<file path="config.mk">
export PLATFORM = sky130hd
export DESIGN_NAME = coordinate_frame_parser_unit
export DESIGN_NICKNAME = d
export VERILOG_FILES = /design/src/rtl/cfp_pkg.sv /design/src/rtl/cfp_parse.sv /design/src/rtl/cfp_out_buf.sv /design/src/rtl/coordinate_frame_parser_unit.sv
export SDC_FILE = /design/constraint.sdc
export NUM_CORES = 1
export LEC_CHECK = 0
export BUFFER_PORTS_ARGS = -buffer_cell sky130_fd_sc_hd__buf_2
export CORE_MARGIN = 1.5
export CORE_UTILIZATION = 55
export DETAILED_ROUTE_END_ITERATION = 7
export PLACE_DENSITY = 0.85
export SLEW_MARGIN = 25
export SYNTH_ARGS = -nofsm -noshare
export SYNTH_HDL_FRONTEND = slang
export SYNTH_HIERARCHICAL = 1
export SYNTH_SLANG_ARGS = --single-unit
</file>
<file path="constraint.sdc">
create_clock -name clk -period 7.6 [get_ports clk]
set_input_delay 0.76 -clock clk [delete_from_list [all_inputs] [get_ports clk]]
set_output_delay 0.76 -clock clk [all_outputs]
set_load 0.1 [all_outputs]
</file>
<file path="src/rtl/cfp_pkg.sv">
`timescale 1ns / 1ps
package cfp_pkg;

  // Frame length limit and the counter widths that follow from it
  localparam int MaxFrameBytes = 64;
  localparam int CntW          = $clog2(MaxFrameBytes + 1);
  localparam int MinW          = 7;
  localparam int CmpW          = (CntW > MinW) ? CntW : MinW;

  // Register indexes on the configuration port
  localparam int CfgIdxW = 2;
  localparam logic [CfgIdxW-1:0] RegHeader    = 2'd0;
  localparam logic [CfgIdxW-1:0] RegFooter    = 2'd1;
  localparam logic [CfgIdxW-1:0] RegSeparator = 2'd2;
  localparam logic [CfgIdxW-1:0] RegMinFrame  = 2'd3;

  // Register reset values
  localparam logic [7:0]      HeaderRst    = 8'd97;
  localparam logic [7:0]      FooterRst    = 8'd98;
  localparam logic [7:0]      SeparatorRst = 8'd44;
  localparam logic [MinW-1:0] MinFrameRst  = 7'd4;

  // Character codes
  localparam logic [7:0] ChSpace = 8'h20;
  localparam logic [7:0] ChTab   = 8'h09;
  localparam logic [7:0] ChCr    = 8'h0D;
  localparam logic [7:0] ChPlus  = 8'h2B;
  localparam logic [7:0] ChMinus = 8'h2D;
  localparam logic [7:0] ChZero  = 8'h30;
  localparam logic [7:0] ChNine  = 8'h39;

  localparam logic [31:0] MagCap = 32'h8000_0000;
  localparam logic [31:0] PosMax = 32'h7FFF_FFFF;

  // Result status codes
  localparam logic StatusOk   = 1'b0;
  localparam logic StatusFail = 1'b1;

  typedef enum logic [2:0] {
    PH_XWS    = 3'd0,
    PH_XSIGN  = 3'd1,
    PH_XDIG   = 3'd2,
    PH_YSTART = 3'd3,
    PH_YWS    = 3'd4,
    PH_YSIGN  = 3'd5,
    PH_YDIG   = 3'd6
  } phase_t;

  typedef struct packed {
    logic [7:0]      header;
    logic [7:0]      footer;
    logic [7:0]      separator;
    logic [MinW-1:0] min_frame;
  } cfg_t;

  typedef struct packed {
    logic               status;
    logic signed [31:0] x;
    logic signed [31:0] y;
  } result_t;

  function automatic logic is_space(input logic [7:0] b);
    return (b == ChSpace) || ((b >= ChTab) && (b <= ChCr));
  endfunction

  function automatic logic is_digit(input logic [7:0] b);
    return (b >= ChZero) && (b <= ChNine);
  endfunction

  // mag * 10 + digit, saturating at the magnitude cap
  function automatic logic [31:0] accumulate(input logic [31:0] mag, input logic [7:0] b);
    logic [35:0] v;
    v = (36'(mag) << 3) + (36'(mag) << 1) + 36'(b - ChZero);
    return (v > 36'(MagCap)) ? MagCap : v[31:0];
  endfunction

  function automatic logic [31:0] to_signed32(input logic neg, input logic [31:0] mag);
    if (neg) begin
      return (mag >= MagCap) ? MagCap : (32'd0 - mag);
    end
    return (mag >= MagCap) ? PosMax : mag;
  endfunction

endpackage

</file>
<file path="src/rtl/cfp_parse.sv">
`timescale 1ns / 1ps
module cfp_parse (
  input  logic             clk,
  input  logic             rst_n,
  input  logic             acc,
  input  logic [7:0]       rx_byte,
  input  cfp_pkg::cfg_t    cfg,
  output logic             res_valid,
  output cfp_pkg::result_t res
);
  import cfp_pkg::*;

  logic                     in_frame_r, in_frame_nxt;
  logic [CntW-1:0]          cnt_r, cnt_nxt, cnt_inc;
  phase_t                   phase_r, phase_nxt, phase_b;
  logic                     bad_r, bad_nxt, bad_b;
  logic                     xn_r, xn_nxt, xn_b;
  logic                     yn_r, yn_nxt, yn_b;
  logic [31:0]              xm_r, xm_nxt, xm_b;
  logic [31:0]              ym_r, ym_nxt, ym_b;
  logic [31:0]              last_x_r, last_x_nxt;
  logic [31:0]              last_y_r, last_y_nxt;
  logic                     sign_b, ok;
  logic [31:0]              acc_x, acc_y;

  assign cnt_inc = cnt_r + 1'b1;
  assign sign_b  = (rx_byte == ChPlus) || (rx_byte == ChMinus);
  assign acc_x   = accumulate(xm_r, rx_byte);
  assign acc_y   = accumulate(ym_r, rx_byte);
  assign ok      = !bad_r && ((phase_r == PH_YSTART) || (phase_r == PH_YDIG));

  // Body grammar: next parse state for a non-footer byte
  always_comb begin
    phase_b = phase_r;
    bad_b   = bad_r;
    xn_b    = xn_r;
    yn_b    = yn_r;
    xm_b    = xm_r;
    ym_b    = ym_r;
    if (!bad_r) begin
      unique case (phase_r)
        PH_XWS: begin
          if (rx_byte == cfg.separator) bad_b = 1'b1;
          else if (is_space(rx_byte)) bad_b = 1'b0;
          else if (sign_b) begin
            xn_b    = (rx_byte == ChMinus);
            phase_b = PH_XSIGN;
          end else if (is_digit(rx_byte)) begin
            xm_b    = acc_x;
            phase_b = PH_XDIG;
          end else bad_b = 1'b1;
        end
        PH_XSIGN: begin
          if ((rx_byte != cfg.separator) && is_digit(rx_byte)) begin
            xm_b    = acc_x;
            phase_b = PH_XDIG;
          end else bad_b = 1'b1;
        end
        PH_XDIG: begin
          if (rx_byte == cfg.separator) phase_b = PH_YSTART;
          else if (is_digit(rx_byte)) xm_b = acc_x;
          else bad_b = 1'b1;
        end
        PH_YSTART, PH_YWS: begin
          if (is_space(rx_byte)) phase_b = PH_YWS;
          else if (sign_b) begin
            yn_b    = (rx_byte == ChMinus);
            phase_b = PH_YSIGN;
          end else if (is_digit(rx_byte)) begin
            ym_b    = acc_y;
            phase_b = PH_YDIG;
          end else bad_b = 1'b1;
        end
        PH_YSIGN, PH_YDIG: begin
          if (is_digit(rx_byte)) begin
            ym_b    = acc_y;
            phase_b = PH_YDIG;
          end else bad_b = 1'b1;
        end
        default: bad_b = 1'b1;
      endcase
    end
  end

  // Framing: hunt, store, close on footer or drop on overrun
  always_comb begin
    in_frame_nxt = in_frame_r;
    cnt_nxt      = cnt_r;
    phase_nxt    = phase_r;
    bad_nxt      = bad_r;
    xn_nxt       = xn_r;
    yn_nxt       = yn_r;
    xm_nxt       = xm_r;
    ym_nxt       = ym_r;
    last_x_nxt   = last_x_r;
    last_y_nxt   = last_y_r;
    res_valid    = 1'b0;
    if (acc) begin
      if (!in_frame_r) begin
        if (rx_byte == cfg.header) in_frame_nxt = 1'b1;
      end else if (rx_byte != cfg.footer) begin
        cnt_nxt   = cnt_inc;
        phase_nxt = phase_b;
        bad_nxt   = bad_b;
        xn_nxt    = xn_b;
        yn_nxt    = yn_b;
        xm_nxt    = xm_b;
        ym_nxt    = ym_b;
        if (cnt_inc == CntW'(MaxFrameBytes)) in_frame_nxt = 1'b0;
      end else begin
        in_frame_nxt = 1'b0;
        if (CmpW'(cnt_inc) >= CmpW'(cfg.min_frame)) begin
          res_valid = 1'b1;
          if (ok) begin
            last_x_nxt = to_signed32(xn_r, xm_r);
            last_y_nxt = to_signed32(yn_r, ym_r);
          end
        end
      end
      // leaving a frame always clears the parse state
      if (in_frame_r && !in_frame_nxt) begin
        cnt_nxt   = '0;
        phase_nxt = PH_XWS;
        bad_nxt   = 1'b0;
        xn_nxt    = 1'b0;
        yn_nxt    = 1'b0;
        xm_nxt    = '0;
        ym_nxt    = '0;
      end
    end
    res.status = ok ? StatusOk : StatusFail;
    res.x      = last_x_nxt;
    res.y      = last_y_nxt;
  end

  always_ff @(posedge clk) begin
    if (!rst_n) begin
      in_frame_r <= 1'b0;
      cnt_r      <= '0;
      phase_r    <= PH_XWS;
      bad_r      <= 1'b0;
      xn_r       <= 1'b0;
      yn_r       <= 1'b0;
      xm_r       <= '0;
      ym_r       <= '0;
      last_x_r   <= '0;
      last_y_r   <= '0;
    end else begin
      in_frame_r <= in_frame_nxt;
      cnt_r      <= cnt_nxt;
      phase_r    <= phase_nxt;
      bad_r      <= bad_nxt;
      xn_r       <= xn_nxt;
      yn_r       <= yn_nxt;
      xm_r       <= xm_nxt;
      ym_r       <= ym_nxt;
      last_x_r   <= last_x_nxt;
      last_y_r   <= last_y_nxt;
    end
  end

`ifndef SYNTHESIS
  // a result only comes from a footer closing an open frame
  a_res_on_footer: assert property (@(posedge clk) disable iff (!rst_n)
    res_valid |-> (acc && in_frame_r && (rx_byte == cfg.footer)))
    else $error("result without closing footer");

  // hunting state holds no partial frame
  a_hunt_clear: assert property (@(posedge clk) disable iff (!rst_n)
    !in_frame_r |-> ((cnt_r == '0) && !bad_r && (phase_r == PH_XWS)))
    else $error("stale parse state while hunting");

  // a failed frame leaves the last good coordinates alone
  a_fail_keeps: assert property (@(posedge clk) disable iff (!rst_n)
    (res_valid && (res.status == StatusFail)) |=>
      ($stable(last_x_r) && $stable(last_y_r)))
    else $error("coordinates changed on malformed frame");
`endif

endmodule

</file>
<file path="src/rtl/cfp_out_buf.sv">
`timescale 1ns / 1ps
module cfp_out_buf (
  input  logic             clk,
  input  logic             rst_n,
  input  logic             push,
  input  cfp_pkg::result_t push_data,
  output logic             full,
  output logic             out_valid,
  input  logic             out_ready,
  output cfp_pkg::result_t out_data
);
  import cfp_pkg::*;

  result_t    ent_r [2];
  logic       wr_ptr_r, wr_ptr_nxt;
  logic       rd_ptr_r, rd_ptr_nxt;
  logic [1:0] cnt_r, cnt_nxt;
  logic       pop;

  assign full      = (cnt_r == 2'd2);
  assign out_valid = (cnt_r != 2'd0);
  assign out_data  = ent_r[rd_ptr_r];
  assign pop       = out_valid && out_ready;

  // two-entry queue so the parser keeps taking bytes while a result waits
  always_comb begin
    wr_ptr_nxt = push ? !wr_ptr_r : wr_ptr_r;
    rd_ptr_nxt = pop ? !rd_ptr_r : rd_ptr_r;
    cnt_nxt    = cnt_r + {1'b0, push} - {1'b0, pop};
  end

  always_ff @(posedge clk) begin
    if (!rst_n) begin
      wr_ptr_r <= 1'b0;
      rd_ptr_r <= 1'b0;
      cnt_r    <= 2'd0;
    end else begin
      wr_ptr_r <= wr_ptr_nxt;
      rd_ptr_r <= rd_ptr_nxt;
      cnt_r    <= cnt_nxt;
    end
  end

  always_ff @(posedge clk) begin
    if (push) ent_r[wr_ptr_r] <= push_data;
  end

`ifndef SYNTHESIS
  // no write lands on a full queue
  a_no_overflow: assert property (@(posedge clk) disable iff (!rst_n)
    push |-> !full)
    else $error("result queue overflow");
`endif

endmodule

</file>
<file path="src/rtl/coordinate_frame_parser_unit.sv">
`timescale 1ns / 1ps
// Coordinate frame parser: one received byte per transfer, one byte a cycle sustained while
// the result queue has room. A closing footer byte writes its result into that queue, which
// presents it on out_*; the two-entry result queue lets input keep flowing while a result
// waits, input stalls only with two results pending.
// Reset (synchronous, rst_n low): registers to defaults, hunting, coordinates zero.
module coordinate_frame_parser_unit (
  input  logic                            clk,
  input  logic                            rst_n,
  input  logic                            in_valid,
  output logic                            in_ready,
  input  logic [7:0]                      in_rx_byte,
  output logic                            out_valid,
  input  logic                            out_ready,
  output logic                            out_frame_status,
  output logic signed [31:0]              out_coord_x,
  output logic signed [31:0]              out_coord_y,
  input  logic                            cfg_valid,
  output logic                            cfg_ready,
  input  logic [cfp_pkg::CfgIdxW-1:0]     cfg_index,
  input  logic [7:0]                      cfg_wdata
);
  import cfp_pkg::*;

  cfg_t    cfg_r, cfg_nxt;
  logic    acc, full, res_valid;
  result_t res, out_data;

  assign cfg_ready = 1'b1;
  assign in_ready  = !full;
  assign acc       = in_valid && in_ready;

  // register writes
  always_comb begin
    cfg_nxt = cfg_r;
    if (cfg_valid) begin
      unique case (cfg_index)
        RegHeader:    cfg_nxt.header    = cfg_wdata;
        RegFooter:    cfg_nxt.footer    = cfg_wdata;
        RegSeparator: cfg_nxt.separator = cfg_wdata;
        RegMinFrame:  cfg_nxt.min_frame = cfg_wdata[MinW-1:0];
        default:      cfg_nxt = cfg_r;
      endcase
    end
  end

  always_ff @(posedge clk) begin
    if (!rst_n) begin
      cfg_r.header    <= HeaderRst;
      cfg_r.footer    <= FooterRst;
      cfg_r.separator <= SeparatorRst;
      cfg_r.min_frame <= MinFrameRst;
    end else begin
      cfg_r <= cfg_nxt;
    end
  end

  cfp_parse u_parse (
    .clk       (clk),
    .rst_n     (rst_n),
    .acc       (acc),
    .rx_byte   (in_rx_byte),
    .cfg       (cfg_r),
    .res_valid (res_valid),
    .res       (res)
  );

  cfp_out_buf u_out_buf (
    .clk       (clk),
    .rst_n     (rst_n),
    .push      (res_valid),
    .push_data (res),
    .full      (full),
    .out_valid (out_valid),
    .out_ready (out_ready),
    .out_data  (out_data)
  );

  assign out_frame_status = out_data.status;
  assign out_coord_x      = out_data.x;
  assign out_coord_y      = out_data.y;

endmodule
</file>
# == Word-level counts from Yosys, hierarchy flattened ==
# Memory sizes are Yosys's and may differ from the RTL's. A register that Yosys moved wholly into a read port is not among the register bits.
# Cells that the tools add are included.
# word_totals
reg_bits,177
ram_bits,130
input_bits,23
output_inout_bits,68
elab_cells,211
mem_count,1
# memory_table
name,depth,width,rd,rd_clocked_by_memory_dff,wr,line,text
u_out_buf.ent_r,2,65,1,1,1,cfp_out_buf.sv:14,result_t ent_r [2];
# op_classes
add_sub_neg,10
magnitude_cmp,9
n_eq_ne,30
muxes,106
reduce_logical,38
# op_table
op,count
$mux 32,37
$pmux 32 s3,1
$add 35x33->36,2
$add 36x36->36,2
$gt 36x32->1 const B,2
$ge 32x32->1 const B,2
$pmux 32 s2,1
$sub 1x32->32 const A,2
$mux 1,49
$mux 3,13
$eq 8x6->1 const B,3
$mux 7,3
$reduce_and 10->1,2
$ne 3x3->1 const B,6
$eq 8x8->1,2
$ne 8x8->1,2
$pmux 3 s5,1
$reduce_and 7->1,2
$reduce_bool 2->1,6
$eq 3x3->1 const B,3
$sub 8x6->9 const B,1
$ge 8x4->1 const B,1
$ge 8x6->1 const B,1
$le 8x4->1 const B,1
other kinds (26),48

# == Logic depth before layout (Yosys ltp) ==
# Gate-level depths: netlist of the first run.
# depth
ltp_word,14
mapped_depth,17

# == Cells and area by module ==
# Netlist of the first run, hierarchy kept.
# by_module_without_submodules
module,instances,cells_per_inst,area_each_um2,seq_area_each_um2
cfp_parse,1,1709,13470.4,2842.7
cfp_out_buf,1,225,5139.9,4003.8
coordinate_frame_parser_unit,1,125,1271.2,620.6

# == Worst setup path before layout of the first run ==
# Ideal clock, no wire load.
# synth_timing
path_kind,input port to flip-flop
from,in in_rx_byte[6]
to,reg u_parse.ym_r[10]
arrival_time_ns,5.882
required_time_ns,7.483
setup_slack_ns,1.601
cell_stages,17
path_buffers,4
cell_sequence,buf_2 > or3_1 > inv_1 > fa_1 > ha_1 > clkbuf_1 > nand2_1 > a21oi_1 > o2111ai_1 > a31o_2 > a2111oi_2 > nand4bb_1 > nand3_1 > and2_1 > buf_6 > buf_6 > a32o_1
# synth_via
elab_chain_len,12
elab_cells_between_ends,38
classes_between,2 x add/sub; 5 x order compare; 8 x eq/ne; 13 x mux; 10 x reduce/logical
# synth_rtl
element,line,text
"start, declared",coordinate_frame_parser_unit.sv:12,"input logic [7:0] in_rx_byte,"
$sub 8x6->9,cfp_pkg.sv:73,v = (36'(mag) << 3) + (36'(mag) << 1) + 36'(b - ChZero);
$add 36x36->36,cfp_pkg.sv:73,
$gt 36x32->1,cfp_pkg.sv:74,return (v > 36'(MagCap)) ? MagCap : v[31:0];
$mux 32,cfp_pkg.sv:74,
$mux 32,"cfp_parse.sv:69, cfp_parse.sv:75",
$mux 32,cfp_parse.sv:66,else if (sign_b) begin
$mux 32,cfp_parse.sv:65,if (is_space(rx_byte)) phase_b = PH_YWS;
$pmux 32 s2,cfp_parse.sv:41,unique case (phase_r)
$mux 32,cfp_parse.sv:40,if (!bad_r) begin
$mux 32,cfp_parse.sv:101,end else if (rx_byte != cfg.footer) begin
$mux 32,cfp_parse.sv:99,if (!in_frame_r) begin
$mux 32,cfp_parse.sv:121,if (in_frame_r && !in_frame_nxt) begin
"end signal, assigned",cfp_parse.sv:156,ym_r <= ym_nxt;
"end, declared",cfp_parse.sv:20,"logic [31:0] ym_r, ym_nxt, ym_b;"
# Parallel ways exist; a longest one is shown, timed or not. The select of a mux whose other input is x is not followed.
# A chain may end at the register's enable or synchronous reset.

# == Final worst setup path of the first run ==
# layout_timing
from,in in_rx_byte[4]
to,reg u_parse.xm_r[2]
# layout_via
elab_chain_len,13
elab_cells_between_ends,47
classes_between,2 x add/sub; 5 x order compare; 13 x eq/ne; 16 x mux; 11 x reduce/logical
# layout_rtl
element,line,text
$sub 8x6->9,cfp_pkg.sv:73,
$add 36x36->36,cfp_pkg.sv:73,
$gt 36x32->1,cfp_pkg.sv:74,
$mux 32,cfp_pkg.sv:74,
$mux 32,"cfp_parse.sv:48, cfp_parse.sv:61",
$mux 32,cfp_parse.sv:45,else if (sign_b) begin
$mux 32,cfp_parse.sv:44,else if (is_space(rx_byte)) bad_b = 1'b0;
$mux 32,cfp_parse.sv:43,if (rx_byte == cfg.separator) bad_b = 1'b1;
$pmux 32 s3,cfp_parse.sv:41,
$mux 32,cfp_parse.sv:40,
$mux 32,cfp_parse.sv:101,
$mux 32,cfp_parse.sv:99,
$mux 32,cfp_parse.sv:121,
"end signal, assigned",cfp_parse.sv:155,xm_r <= xm_nxt;
"end, declared",cfp_parse.sv:19,"logic [31:0] xm_r, xm_nxt, xm_b;"
# Parallel ways exist; a longest one is shown, timed or not. The select of a mux whose other input is x is not followed.

==> metrics.md, run 1 <==
| Metric | Value |
|---|---|
| Status | `finished, final reports clean` |
| DRT antenna net count | `0` |
| Xor/xnor share of the synthesized area | `approximately 5.6%` |
| Setup TNS | `0 ns` |
| Syn nets | `around 2200` |
| Worst-path fanout max | `29` |
| F_max | `between 150 and 200 MHz` |
| Vias in the first global route | `15200` |
| GP Congestion | `about 0.94` |
| Max rail drop VDD | `approximately 0.26 mV` |
| FF+latch count, synth | `roughly 310` |
| Ys Warns | `6` |
| Leakage | `8.98 nW` |
| Unrepaired setup endpoints after global routing | `false` |
| Grt total ovfl | `0` |
| HPWL after detailed placement | `roughly 35000 um` |
| # Max-Cap Violations | `0` |
| Post-Syn Instances | `about 2100` |
| # rows | `69` |
| Most crowded layer after global routing | `met2` |
| Complex-gate fraction of the synthesized area | `18.9%` |
| Sequential element share of the synthesized area | `37.6%` |
| Core area | `about 0.036 mm2` |
| Drc violations | `0` |
| Initial antenna violation count | `0` |
| Grt met3 use | `under 10%` |
| Primary FF master, synth | `dfxtp_1` |
| Hold path start | `cfg_r[5]` |
| CTS Hold Bufs | `0` |
| M1 GR Usage | `between 30% and 40%` |
| Fin crit period | `5.92 ns` |
| PortBufs | `just under 90` |
| Adder-cell share of the synthesized area | `between 10% and 20%` |
| Clk buf depth | `3` |
| Clk_lat worst skew | `about 0.56 ns` |
| Hold crit path type | `reg2reg` |
| Hold_ws | `approximately 0.47 ns` |
| WL per Instance | `19.5 um` |
| Critical path type | `in2reg` |
| Synth Area in Simple Gates | `between 10% and 20%` |
| Number of library cell types mapped by synthesis | `slightly above 90` |
| Worst slew margin | `~28%` |
| DR vias/cell | `6.33` |
| Worst Setup SP | `in_rx_byte[4]` |
| Antenna cells | `0` |
| Arrival time at the worst endpoint | `6.36 ns` |
| Nets@finish | `2237` |
| Fillers | `between 2000 and 3000` |
| Leading cell types in the layout, fill and taps excluded | `189 x nand2_1, 177 x dfxtp_1, 156 x a21oi_1` |
| Pin count of the biggest net entering global routing | `85` |
| Met2 GRT Util | `43.5%` |
| Placement Setup Slack | `approximately 1.3 ns` |
| Total CTS buffers | `31` |
| H-tree levels | `1` |
| Layout Skew | `roughly 0.012 ns` |
| P per Cell Area | `193 mW/mm2` |
| CP Capture Type | `flip-flop` |
| Router iterations before antenna repair | `6` |
| Initial Utilization | `roughly 56%` |
| FFs w/ async S/R, synth | `0%` |
| Largest family of logic cells by synthesized area | `compound AO/OA/AOI/OAI gates` |
| Root buffer cell | `clkbuf_16` |
| Inst Count DP | `2491` |
| Clock transition at path regs | `approximately 0.060 ns` |
| Total wire length | `about 50000 um` |
| Setup ws final | `about 1.7 ns` |
| Max Transition Viols Final | `0` |
| Mapped cell area | `approximately 0.02 mm2` |
| Fin cells | `between 2000 and 3000` |
| Setup Viol. Count Final | `0` |
| Mux cell area share after synthesis | `between 6 and 7%` |
| DR iter-0 viols | `~1800` |
| Final Hold Viols | `0` |
| Layout cells sized above 1 | `13.0%` |
| Clk sink count | `just over 300` |
| Tcrit/Tclk final | `about 78%` |
| CP Launch Type | `primary input` |
| Avg Cell Area, Syn | `approximately 9.7 um2` |
| CP required | `roughly 8.0 ns` |
| Routed vias | `between 15000 and 20000` |
| IO Pins | `91` |
| Area grow syn2layout | `7.98%` |
| EDFF count, synth | `130` |
| # Post-CTS Setup Buffers | `0` |
| Final core utilization | `roughly three fifths` |
| CTS tree | `yes` |
| Die width | `slightly below 200 um` |
| Die height | `just under 200 um` |
| Tightest Pin Transition | `about 1.1 ns` |
| First-pass GRT wire length | `78600 um` |
| GR Util All Layers | `between 20% and 30%` |
| Most common cell after layout, fill and taps aside | `nand2_1` |
| RR Startpoint | `u_parse/xm_r[6]` |
| DIE AREA | `between 0.03 and 0.04 mm2` |
| CTS resizes | `0` |
==> cell type report <==
class,instances,area (um2),share of cell area (%)
sequential,308,7470,34.8
clock buffer,36,805,3.75
inverter,51,191,0.892
tap,461,577,2.69
timing repair buffer,108,592,2.76
multi-input combinational,1563,11600,54.0
clock inverter,21,231,1.08
==> through the flow <==
stage,instance area (um2),total power [mW]
after floorplan,19900,2.51
after global placement,20400,2.61
after detailed placement,20400,2.62
after CTS,21500,4.16
after global routing,21500,4.26
final,21500,4.14
==> layer usage <==
| layer | part of all wire, % | up-vias | routed length [um] |
|---|---|---|---|
| met5 | 0 | - | 0 |
| met4 | 2.1 | 0 | 1040 |
| met3 | 6.6 | 92 | 3270 |
| met2 | 47 | 620 | 23300 |
| met1 | 44 | 7838 | 21900 |
| li1 | - | 7568 | - |
==> state kept, by name, summed over array words and instances, names as in the netlist, named ones only <==
register,cells
u_out_buf/wr_ptr_r,1
u_parse/xn_r,1
u_parse/bad_r,1
u_out_buf/rd_ptr_r,1
u_parse/cnt_r,7
u_parse/last_x_r,32
u_parse/last_y_r,32
u_parse/ym_r,32
cfg_r,31
u_parse/phase_r,3
u_parse/in_frame_r,1
u_parse/yn_r,1
u_parse/xm_r,32
u_out_buf/cnt_r,2
u_out_buf/ent_r,130
==> worst max-delay path, stage by stage <==
cell	delay (ns)
buf_2	0.15
ha_1	0.26
or3_1	0.41
inv_2	0.66
buf_4	0.42
fa_1	0.49
ha_1	0.38
a211oi_1	0.24
o21ai_0	0.12
nor3_1	0.59
a2111oi_2	0.22
o21ai_1	0.30
o21ai_0	0.15
xor2_1	0.51
nor2_2	0.12
buf_4	0.26
a32o_1	0.30
==> synthesized netlist by cell type (all sizes together) (21+ instances only) <==
cell      n  share of area (%)
nand2   189                3.6
buf      42                1.5
inv      50               0.94
fa       62                6.2
ha       89                5.6
a32o     59                3.0
a21o     44                1.7
dfxtp   178                 18
edfxtp  130                 20
nand2b   21               0.66
a21oi   158                4.0
clkbuf   95                1.8
nand3    82                2.1
xnor2    60                2.6
o21ai   147                3.7
xor2     65                2.9
nor2    134                2.5
nor2b    26               0.82
mux2i    32                1.6
nor3     37               0.96
mux2     67                4.7
==> where the power goes <==
part | internal (mW) | switching, mW
logic | 0.209 | 0.643
registers | 1.72 | 0.0119
clock network | 0.897 | 0.656
total | 2.83 | 1.31
==> kinds of logic (layout without fill, tap and decap cells) <==
family / after synthesis / count (layout)
other: 1 / 1
multiplexers: 99 / 99
AND/OR/NAND/NOR: 619 / 619
AO/OA/AOI/OAI: 566 / 566
buffers and inverters: 188 / 216
flip-flops: 308 / 308
adder cells (fa/ha/maj): 152 / 152
XOR/XNOR: 126 / 126
==> path summary, 6_finish.rpt <==
check,to,slack [ns],cells past startpoint
max,u_parse/xm_r[2],1.68,17
min,cfg_r[5],0.47,2
min reg2reg,cfg_r[5],0.47,2
max reg2reg,u_parse/xm_r[2],2.87,14
No activity file was read; power rests on OpenSTA's default activity.
==> run 2, diff against run 1 <==
--- a/config.mk
+++ b/config.mk
@@ -9,7 +9,7 @@
 export CORE_MARGIN = 1.5
 export CORE_UTILIZATION = 55
 export DETAILED_ROUTE_END_ITERATION = 7
-export PLACE_DENSITY = 0.85
+export PLACE_DENSITY = 0.87
 export SLEW_MARGIN = 25
 export SYNTH_ARGS = -nofsm -noshare
 export SYNTH_HDL_FRONTEND = slang
==> constraint.sdc (replaced) <==
create_clock -name clk -period 5.2 [get_ports clk]
set_input_delay 0.52 -clock clk [delete_from_list [all_inputs] [get_ports clk]]
set_output_delay 0.52 -clock clk [all_outputs]
set_load 0.1 [all_outputs]
==> run 2 against run 1 <==
Power grew 50%. Routed wire length fell by 0.50%. Core utilization up 1.0 points. Count of clock-buffer cells in the layout is 7 higher. Critical path depth is the same. Via count rose by 1.2%. Cell count increased by 1.3%. Sequential power is 47% higher. Worst hold slack worse by 0.19 ns. Clock power is 56% higher. Die area is the same. Largest power group unchanged.
==> metrics.md, run 2 (synthesis results as in run 1) <==
| Metric | Value |
|---|---|
| Total CTS buffers | `34` |
| FF-to-FF End | `u_parse/ym_r[18]` |
| Clk_lat worst skew | `0.53 ns` |
| First-pass GRT wire length | `~79000 um` |
| Critical Path End | `u_parse/ym_r[18]` |
| Most common cell after layout, fill and taps aside | `nand2_1` |
| Number of flip-flops in the largest register | `130` |
| DIE AREA | `~0.037 mm2` |
| H-tree levels | `2` |
| Die width | `slightly below 200 um` |
| Critical path type | `in2reg` |
| Routed vias | `~16000` |
| Antenna cells | `0` |
| CTS resizes | `0` |
| Root buffer cell | `clkbuf_16` |
| Die height | `~190 um` |
| CP Launch Type | `primary input` |
| Leading cell types in the layout, fill and taps excluded | `189 x nand2_1, 177 x dfxtp_1, 156 x a21oi_1` |
| Final core utilization | `61.4%` |
| Max Transition Viols Final | `0` |
| # rows | `a little under 70` |
| CP Capture Type | `flip-flop` |
| Worst-path fanout max | `28` |
| Tightest Pin Transition | `slightly below 1 ns` |
| R2R depth | `14` |
| WL per Instance | `19.1 um` |
| Arrival time at the worst endpoint | `5.05 ns` |
| DR iter-0 viols | `1801` |
| Setup TNS | `0 ns` |
| Nets@finish | `~2300` |
| Total wire length | `roughly 49000 um` |
| P per Cell Area | `285 mW/mm2` |
| DR vias/cell | `around 6.3` |
| Total Power | `about 6.2 mW` |
| # Post-CTS Setup Buffers | `0` |
| Initial Utilization | `between 50% and 60%` |
| Leakage | `9.19 nW` |
| Tcrit/Tclk final | `88.4%` |
| IO Pins | `just over 90` |
| Clock transition at path regs | `~0.060 ns` |
| HPWL after detailed placement | `roughly 35000 um` |
| CTS tree | `yes` |
| GR Util All Layers | `roughly a quarter` |
| Layout Skew | `around 0.017 ns` |
| Max rail drop VDD | `between 0.3 and 0.4 mV` |
| Setup Viol. Count Final | `0` |
| Largest register by flop count | `u_out_buf/ent_r` |
| GP Congestion | `between 0.9 and 1` |
| CP max stage delay | `around 0.46 ns` |
| DRT antenna net count | `0` |
| Vias in the first global route | `around 16000` |
| FF-to-FF setup slack | `just under 1 ns` |
| CP required | `around 5.7 ns` |
| Worst slew margin | `35.0%` |
| Final Hold Viols | `0` |
| Clk buf depth | `3` |
| RR Startpoint | `u_parse/ym_r[6]` |
| Fin crit period | `~4.6 ns` |
| Core area | `0.0356 mm2` |
| Initial antenna violation count | `0` |
| Unrepaired setup endpoints after global routing | `false` |
| Pin count of the biggest net entering global routing | `between 80 and 90` |
| Clk sink count | `308` |
| Router iterations before antenna repair | `8` |
| Drc violations | `0` |
| Cell Chain, Critical Path | `buf_2 -> ha_1 -> or3_4 -> clkinvlp_4 -> buf_12 -> fa_1 -> ha_1 -> a21o_1 -> a211o_1 -> a221o_1 -> a211o_1 -> a21oi_1 -> and3b_1 -> nor4b_2 -> and2_1 -> buf_12 -> a32o_1` |
| Grt total ovfl | `0` |
| Layout cells sized above 1 | `14.2%` |
| PortBufs | `89` |
| CTS Hold Bufs | `0` |
| Worst Setup SP | `in_rx_byte[4]` |
| Status | `finished, final reports clean` |
| Area grow syn2layout | `9.82%` |
| Hold crit path type | `in2reg` |
| CP max-delay cell | `fa_1` |
| F_max | `218 MHz` |
| # Max-Cap Violations | `0` |
run 2: per-stage QoR:
step                      setup slack [ns]  hold WS, ns  std cells  area, um2
after floorplan                     0.0281        0.438       2059      19900
after detailed placement             0.134        0.459       2522      20700
after CTS                            0.658        0.252       2582      21800
after global routing                 0.464        0.290       2582      21800
final                                0.604        0.272       2582      21800
after global placement              0.0815        0.450       2522      20700
run 2: how the worst min path moves through the flow:
stage                       startpoint  depth (start not counted)  slack [ns]        end
finish                    cfg_wdata[5]                          3        0.27   cfg_r[5]
global route              cfg_wdata[5]                          3        0.29   cfg_r[5]
CTS                       cfg_wdata[5]                          3        0.25   cfg_r[5]
detailed placement           cfg_r[26]                          2        0.46  cfg_r[26]
global placement    u_out_buf/rd_ptr_r                          2        0.45  flip-flop
floorplan                     cfg_r[5]                          2        0.44   cfg_r[5]
run 2: final cells by class:
type | count | area, um2
Fill cell | 2794 | 13700
Multi-Input combinational cell | 1563 | 11600
Sequential cell | 308 | 7470
Clock buffer | 43 | 895
Timing Repair Buffer | 139 | 871
Tap cell | 461 | 577
Clock inverter | 17 | 216
Inverter | 51 | 195
run 2: worst max-delay path, delay by kind of cell:
| family | cells | cell delay (ns) |
|---|---|---|
| adder cells (fa/ha/maj) | 3 | 1.11 |
| AO/OA/AOI/OAI | 6 | 1.44 |
| AND/OR/NAND/NOR | 4 | 1.23 |
| buffers and inverters | 4 | 0.70 |
run 2: per-layer routing:
metal,global-route usage [%],routed length (um)
met1,36.7,21200
met5,0,0
met3,3.93,4050
met2,42.4,22800
met4,8.02,1340
run 2: where the power goes:
part | switching, mW | total [mW] | internal (mW)
Sequential | 0.0344 | 2.55 | 2.51
Clock | 0.991 | 2.42 | 1.43
Combinational | 0.922 | 1.24 | 0.318
==> run 3, diff against run 2 <==
--- a/config.mk
+++ b/config.mk
@@ -13,5 +13,4 @@
 export SLEW_MARGIN = 25
 export SYNTH_ARGS = -nofsm -noshare
 export SYNTH_HDL_FRONTEND = slang
-export SYNTH_HIERARCHICAL = 1
 export SYNTH_SLANG_ARGS = --single-unit
==> run 3 against run 2 <==
Global-route usage rose by 1.3 points. Register-to-register slack worse by 0.02 ns. Critical path depth down 1. Cell count grew 2.9%. Die area about the same. Largest cell class unchanged. Maximum frequency grew 0.86%. Worst hold slack got worse by 0.036 ns. Synthesized cell count rose by 3.6%. First-iteration DRC count rose by 23%. Critical endpoint is now u_parse.ym_r[23].
==> metrics.md, run 3 <==
| Metric | Value |
|---|---|
| Setup ws final | `approximately 0.64 ns` |
| Fin area | `0.0219 mm2` |
| Antenna cells | `0` |
| Placement Setup Slack | `about 0.12 ns` |
| Unrepaired setup endpoints after global routing | `false` |
| DR iter-0 viols | `between 2000 and 2500` |
| Die width | `a little under 200 um` |
| DRT antenna net count | `0` |
| Most frequent cell after synthesis | `nand2_1` |
| Complex-gate fraction of the synthesized area | `between 15 and 20%` |
| F_max | `~220 MHz` |
| R2R depth | `14` |
| # rows | `between 60 and 70` |
| # Post-CTS Setup Buffers | `0` |
| FF-to-FF setup slack | `about 0.96 ns` |
| FFs w/ async S/R, synth | `0%` |
| Clock transition at path regs | `around 0.07 ns` |
| H-tree levels | `1` |
| DIE AREA | `between 0.03 and 0.04 mm2` |
| WL per Instance | `between 15 and 20 um` |
| Avg Cell Area, Syn | `between 9 and 10 um2` |
| Post-Syn Instances | `~2100` |
| Xor/xnor share of the synthesized area | `around 6%` |
| Die height | `between 150 and 200 um` |
| Adder-cell share of the synthesized area | `12.0%` |
| GR Util All Layers | `~28%` |
| P per Cell Area | `232 mW/mm2` |
| Router iterations before antenna repair | `6` |
| # Max-Cap Violations | `0` |
| Primary FF master, synth | `dfxtp_1` |
| Synth area leaders | `edfxtp_1 20%, dfxtp_1 18%, fa_1 6.2%` |
| Grt total ovfl | `0` |
| Mapped cell area | `between 0.015 and 0.02 mm2` |
| CP Capture Type | `flip-flop` |
| Footprint of the multi-input gates | `between 0.01 and 0.015 mm2` |
| Max Transition Viols Final | `0` |
| Layout cells sized above 1 | `14.5%` |
| Initial antenna violation count | `0` |
| RR Startpoint | `u_parse.ym_r[3]` |
| Total Power | `just over 5 mW` |
| Hold crit path type | `in2reg` |
| Core area | `0.0356 mm2` |
| CP required | `5.69 ns` |
| Mux cell area share after synthesis | `~5%` |
| CTS tree | `yes` |
| Nets@finish | `between 2000 and 2500` |
| Total wire length | `52300 um` |
| Layout Skew | `approximately 0.018 ns` |
| Setup Viol. Count Final | `0` |
| Hold_ws | `about 0.24 ns` |
| Sequential element share of the synthesized area | `approximately 38%` |
| Final Hold Viols | `0` |
| Initial Utilization | `between 50% and 60%` |
| Pin count of the biggest net entering global routing | `between 60 and 70` |
| Synth area leader | `edfxtp_1` |
| Syn nets | `approximately 2300` |
| Arrival time at the worst endpoint | `5.04 ns` |
| GP Congestion | `0.962` |
| Total CTS buffers | `29` |
| FF+latch count, synth | `roughly 310` |
| CTS Hold Bufs | `0` |
| Fillers | `approximately 2800` |
| First-pass GRT wire length | `approximately 84000 um` |
| Critical path type | `in2reg` |
| Synth Area in Simple Gates | `approximately 17%` |
| Largest register by flop count | `u_out_buf.ent_r` |
| Clk buf depth | `3` |
| Clk_lat worst skew | `between 0.5 and 0.6 ns` |
| Inst Count DP | `around 2600` |
| FF-to-FF End | `u_parse.ym_r[8]` |
| EDFF count, synth | `between 100 and 150` |
| PortBufs | `slightly below 90` |
| Worst-path fanout max | `21` |
| CTS resizes | `0` |
| Synth top cells by count | `218 x nand2_1, 178 x dfxtp_1, 158 x a21oi_1` |
| Tightest Pin Transition | `between 0.9 and 1 ns` |
| Tcrit/Tclk final | `roughly 88%` |
| Worst slew margin | `around a third` |
| Most common cell after layout, fill and taps aside | `nand2_1` |
| Ys Warns | `0` |
| Area grow syn2layout | `10.4%` |
| Vias in the first global route | `~16000` |
| Largest family of logic cells by synthesized area | `compound AO/OA/AOI/OAI gates` |
| IO Pins | `91` |
| Number of flip-flops in the largest register | `130` |
| Fin cells | `approximately 2700` |
| Worst Setup SP | `in_rx_byte[4]` |
| Max rail drop VDD | `roughly 0.38 mV` |
| Fin crit period | `between 4 and 5 ns` |
| CP Launch Type | `primary input` |
| DR vias/cell | `about 6.4` |
| Number of library cell types mapped by synthesis | `90` |
| Status | `finished, final reports clean` |
| Setup TNS | `0 ns` |
| Drc violations | `0` |
| Routed vias | `between 15000 and 20000` |
| Placement Cell Area | `0.0209 mm2` |
| Top cell type's share of synthesized area | `between 10% and 20%` |
| Leakage | `8.51 nW` |
| Root buffer cell | `clkbuf_16` |
| Leading cell types in the layout, fill and taps excluded | `218 x nand2_1, 176 x dfxtp_1, 156 x a21oi_1` |
| Critical Path End | `u_parse.ym_r[23]` |
| Clk sink count | `roughly 300` |
| Register area | `0.00747 mm2` |
| HPWL after detailed placement | `38000 um` |
| Final core utilization | `61.7%` |
[run 3: changes by cell type after synthesis, sizes merged, moves of 9 or more]
cell / before / now
a21o: 44 / 26
inv: 50 / 79
o21ai: 147 / 164
a32o: 59 / 39
nand4: 19 / 40
nand2: 189 / 218
xor2: 65 / 79
nor2b: 26 / 5
o31ai: 12 / 24
buf: 42 / 33
nand3: 82 / 100
[run 3: critical path, cell delays in order]
cell	delay [ns]
buf_2	0.13
ha_4	0.18
or3_4	0.44
clkinvlp_4	0.10
buf_12	0.21
fa_1	0.45
ha_1	0.51
nand4_1	0.27
o41ai_1	0.60
nor3_2	0.18
o211ai_1	0.27
xor2_1	0.15
nor4_4	0.33
buf_12	0.20
and3_1	0.29
a32o_1	0.20
[run 3: cell families after synthesis]
family | Yosys count
AND/OR/NAND/NOR | 684
AO/OA/AOI/OAI | 554
flip-flops | 308
buffers and inverters | 206
adder cells (fa/ha/maj) | 153
XOR/XNOR | 136
multiplexers | 92
other | 1
[run 3: where the power goes]
group | internal [mW] | total [mW] | switching, mW
sequential | 2.51 | 2.51 | 0.00606
clock | 1.30 | 2.22 | 0.925
combinational | 0.125 | 0.359 | 0.234
[run 3: cell type report]
| class | count | area share [%] |
|---|---|---|
| flip-flops and latches | 308 | 34.0 |
| multi-input cells | 1620 | 53.5 |
| clock buffers | 40 | 3.71 |
| well taps | 461 | 2.63 |
| inverters | 80 | 1.39 |
| clock inverters | 13 | 0.810 |
| repair buffers | 136 | 3.98 |
[run 3: worst min-delay path by stage]
stage	to	slack, ns	startpoint	cells past startpoint
6_report	cfg_r[22]	0.24	cfg_wdata[7]	3
5_1_grt	cfg_r[22]	0.26	cfg_wdata[7]	3
4_1_cts	cfg_r[22]	0.23	cfg_wdata[7]	3
3_5_place_dp	cfg_r[14]	0.46	cfg_r[14]	2
3_3_place_gp	u_parse.cnt_r[1]	0.46	u_parse.cnt_r[1]	2
2_1_floorplan	cfg_r[2]	0.44	cfg_r[2]	2
[run 3: metal layers]
layer | track usage (%) | share of wire, % | vias to the layer above
met1 | 39.1 | 43 | 8186
met4 | 9.44 | 3.0 | 0
li1 | - | - | 7879
met2 | 44.4 | 45 | 889
met3 | 2.88 | 8.8 | 129
met5 | 0 | 0 | -
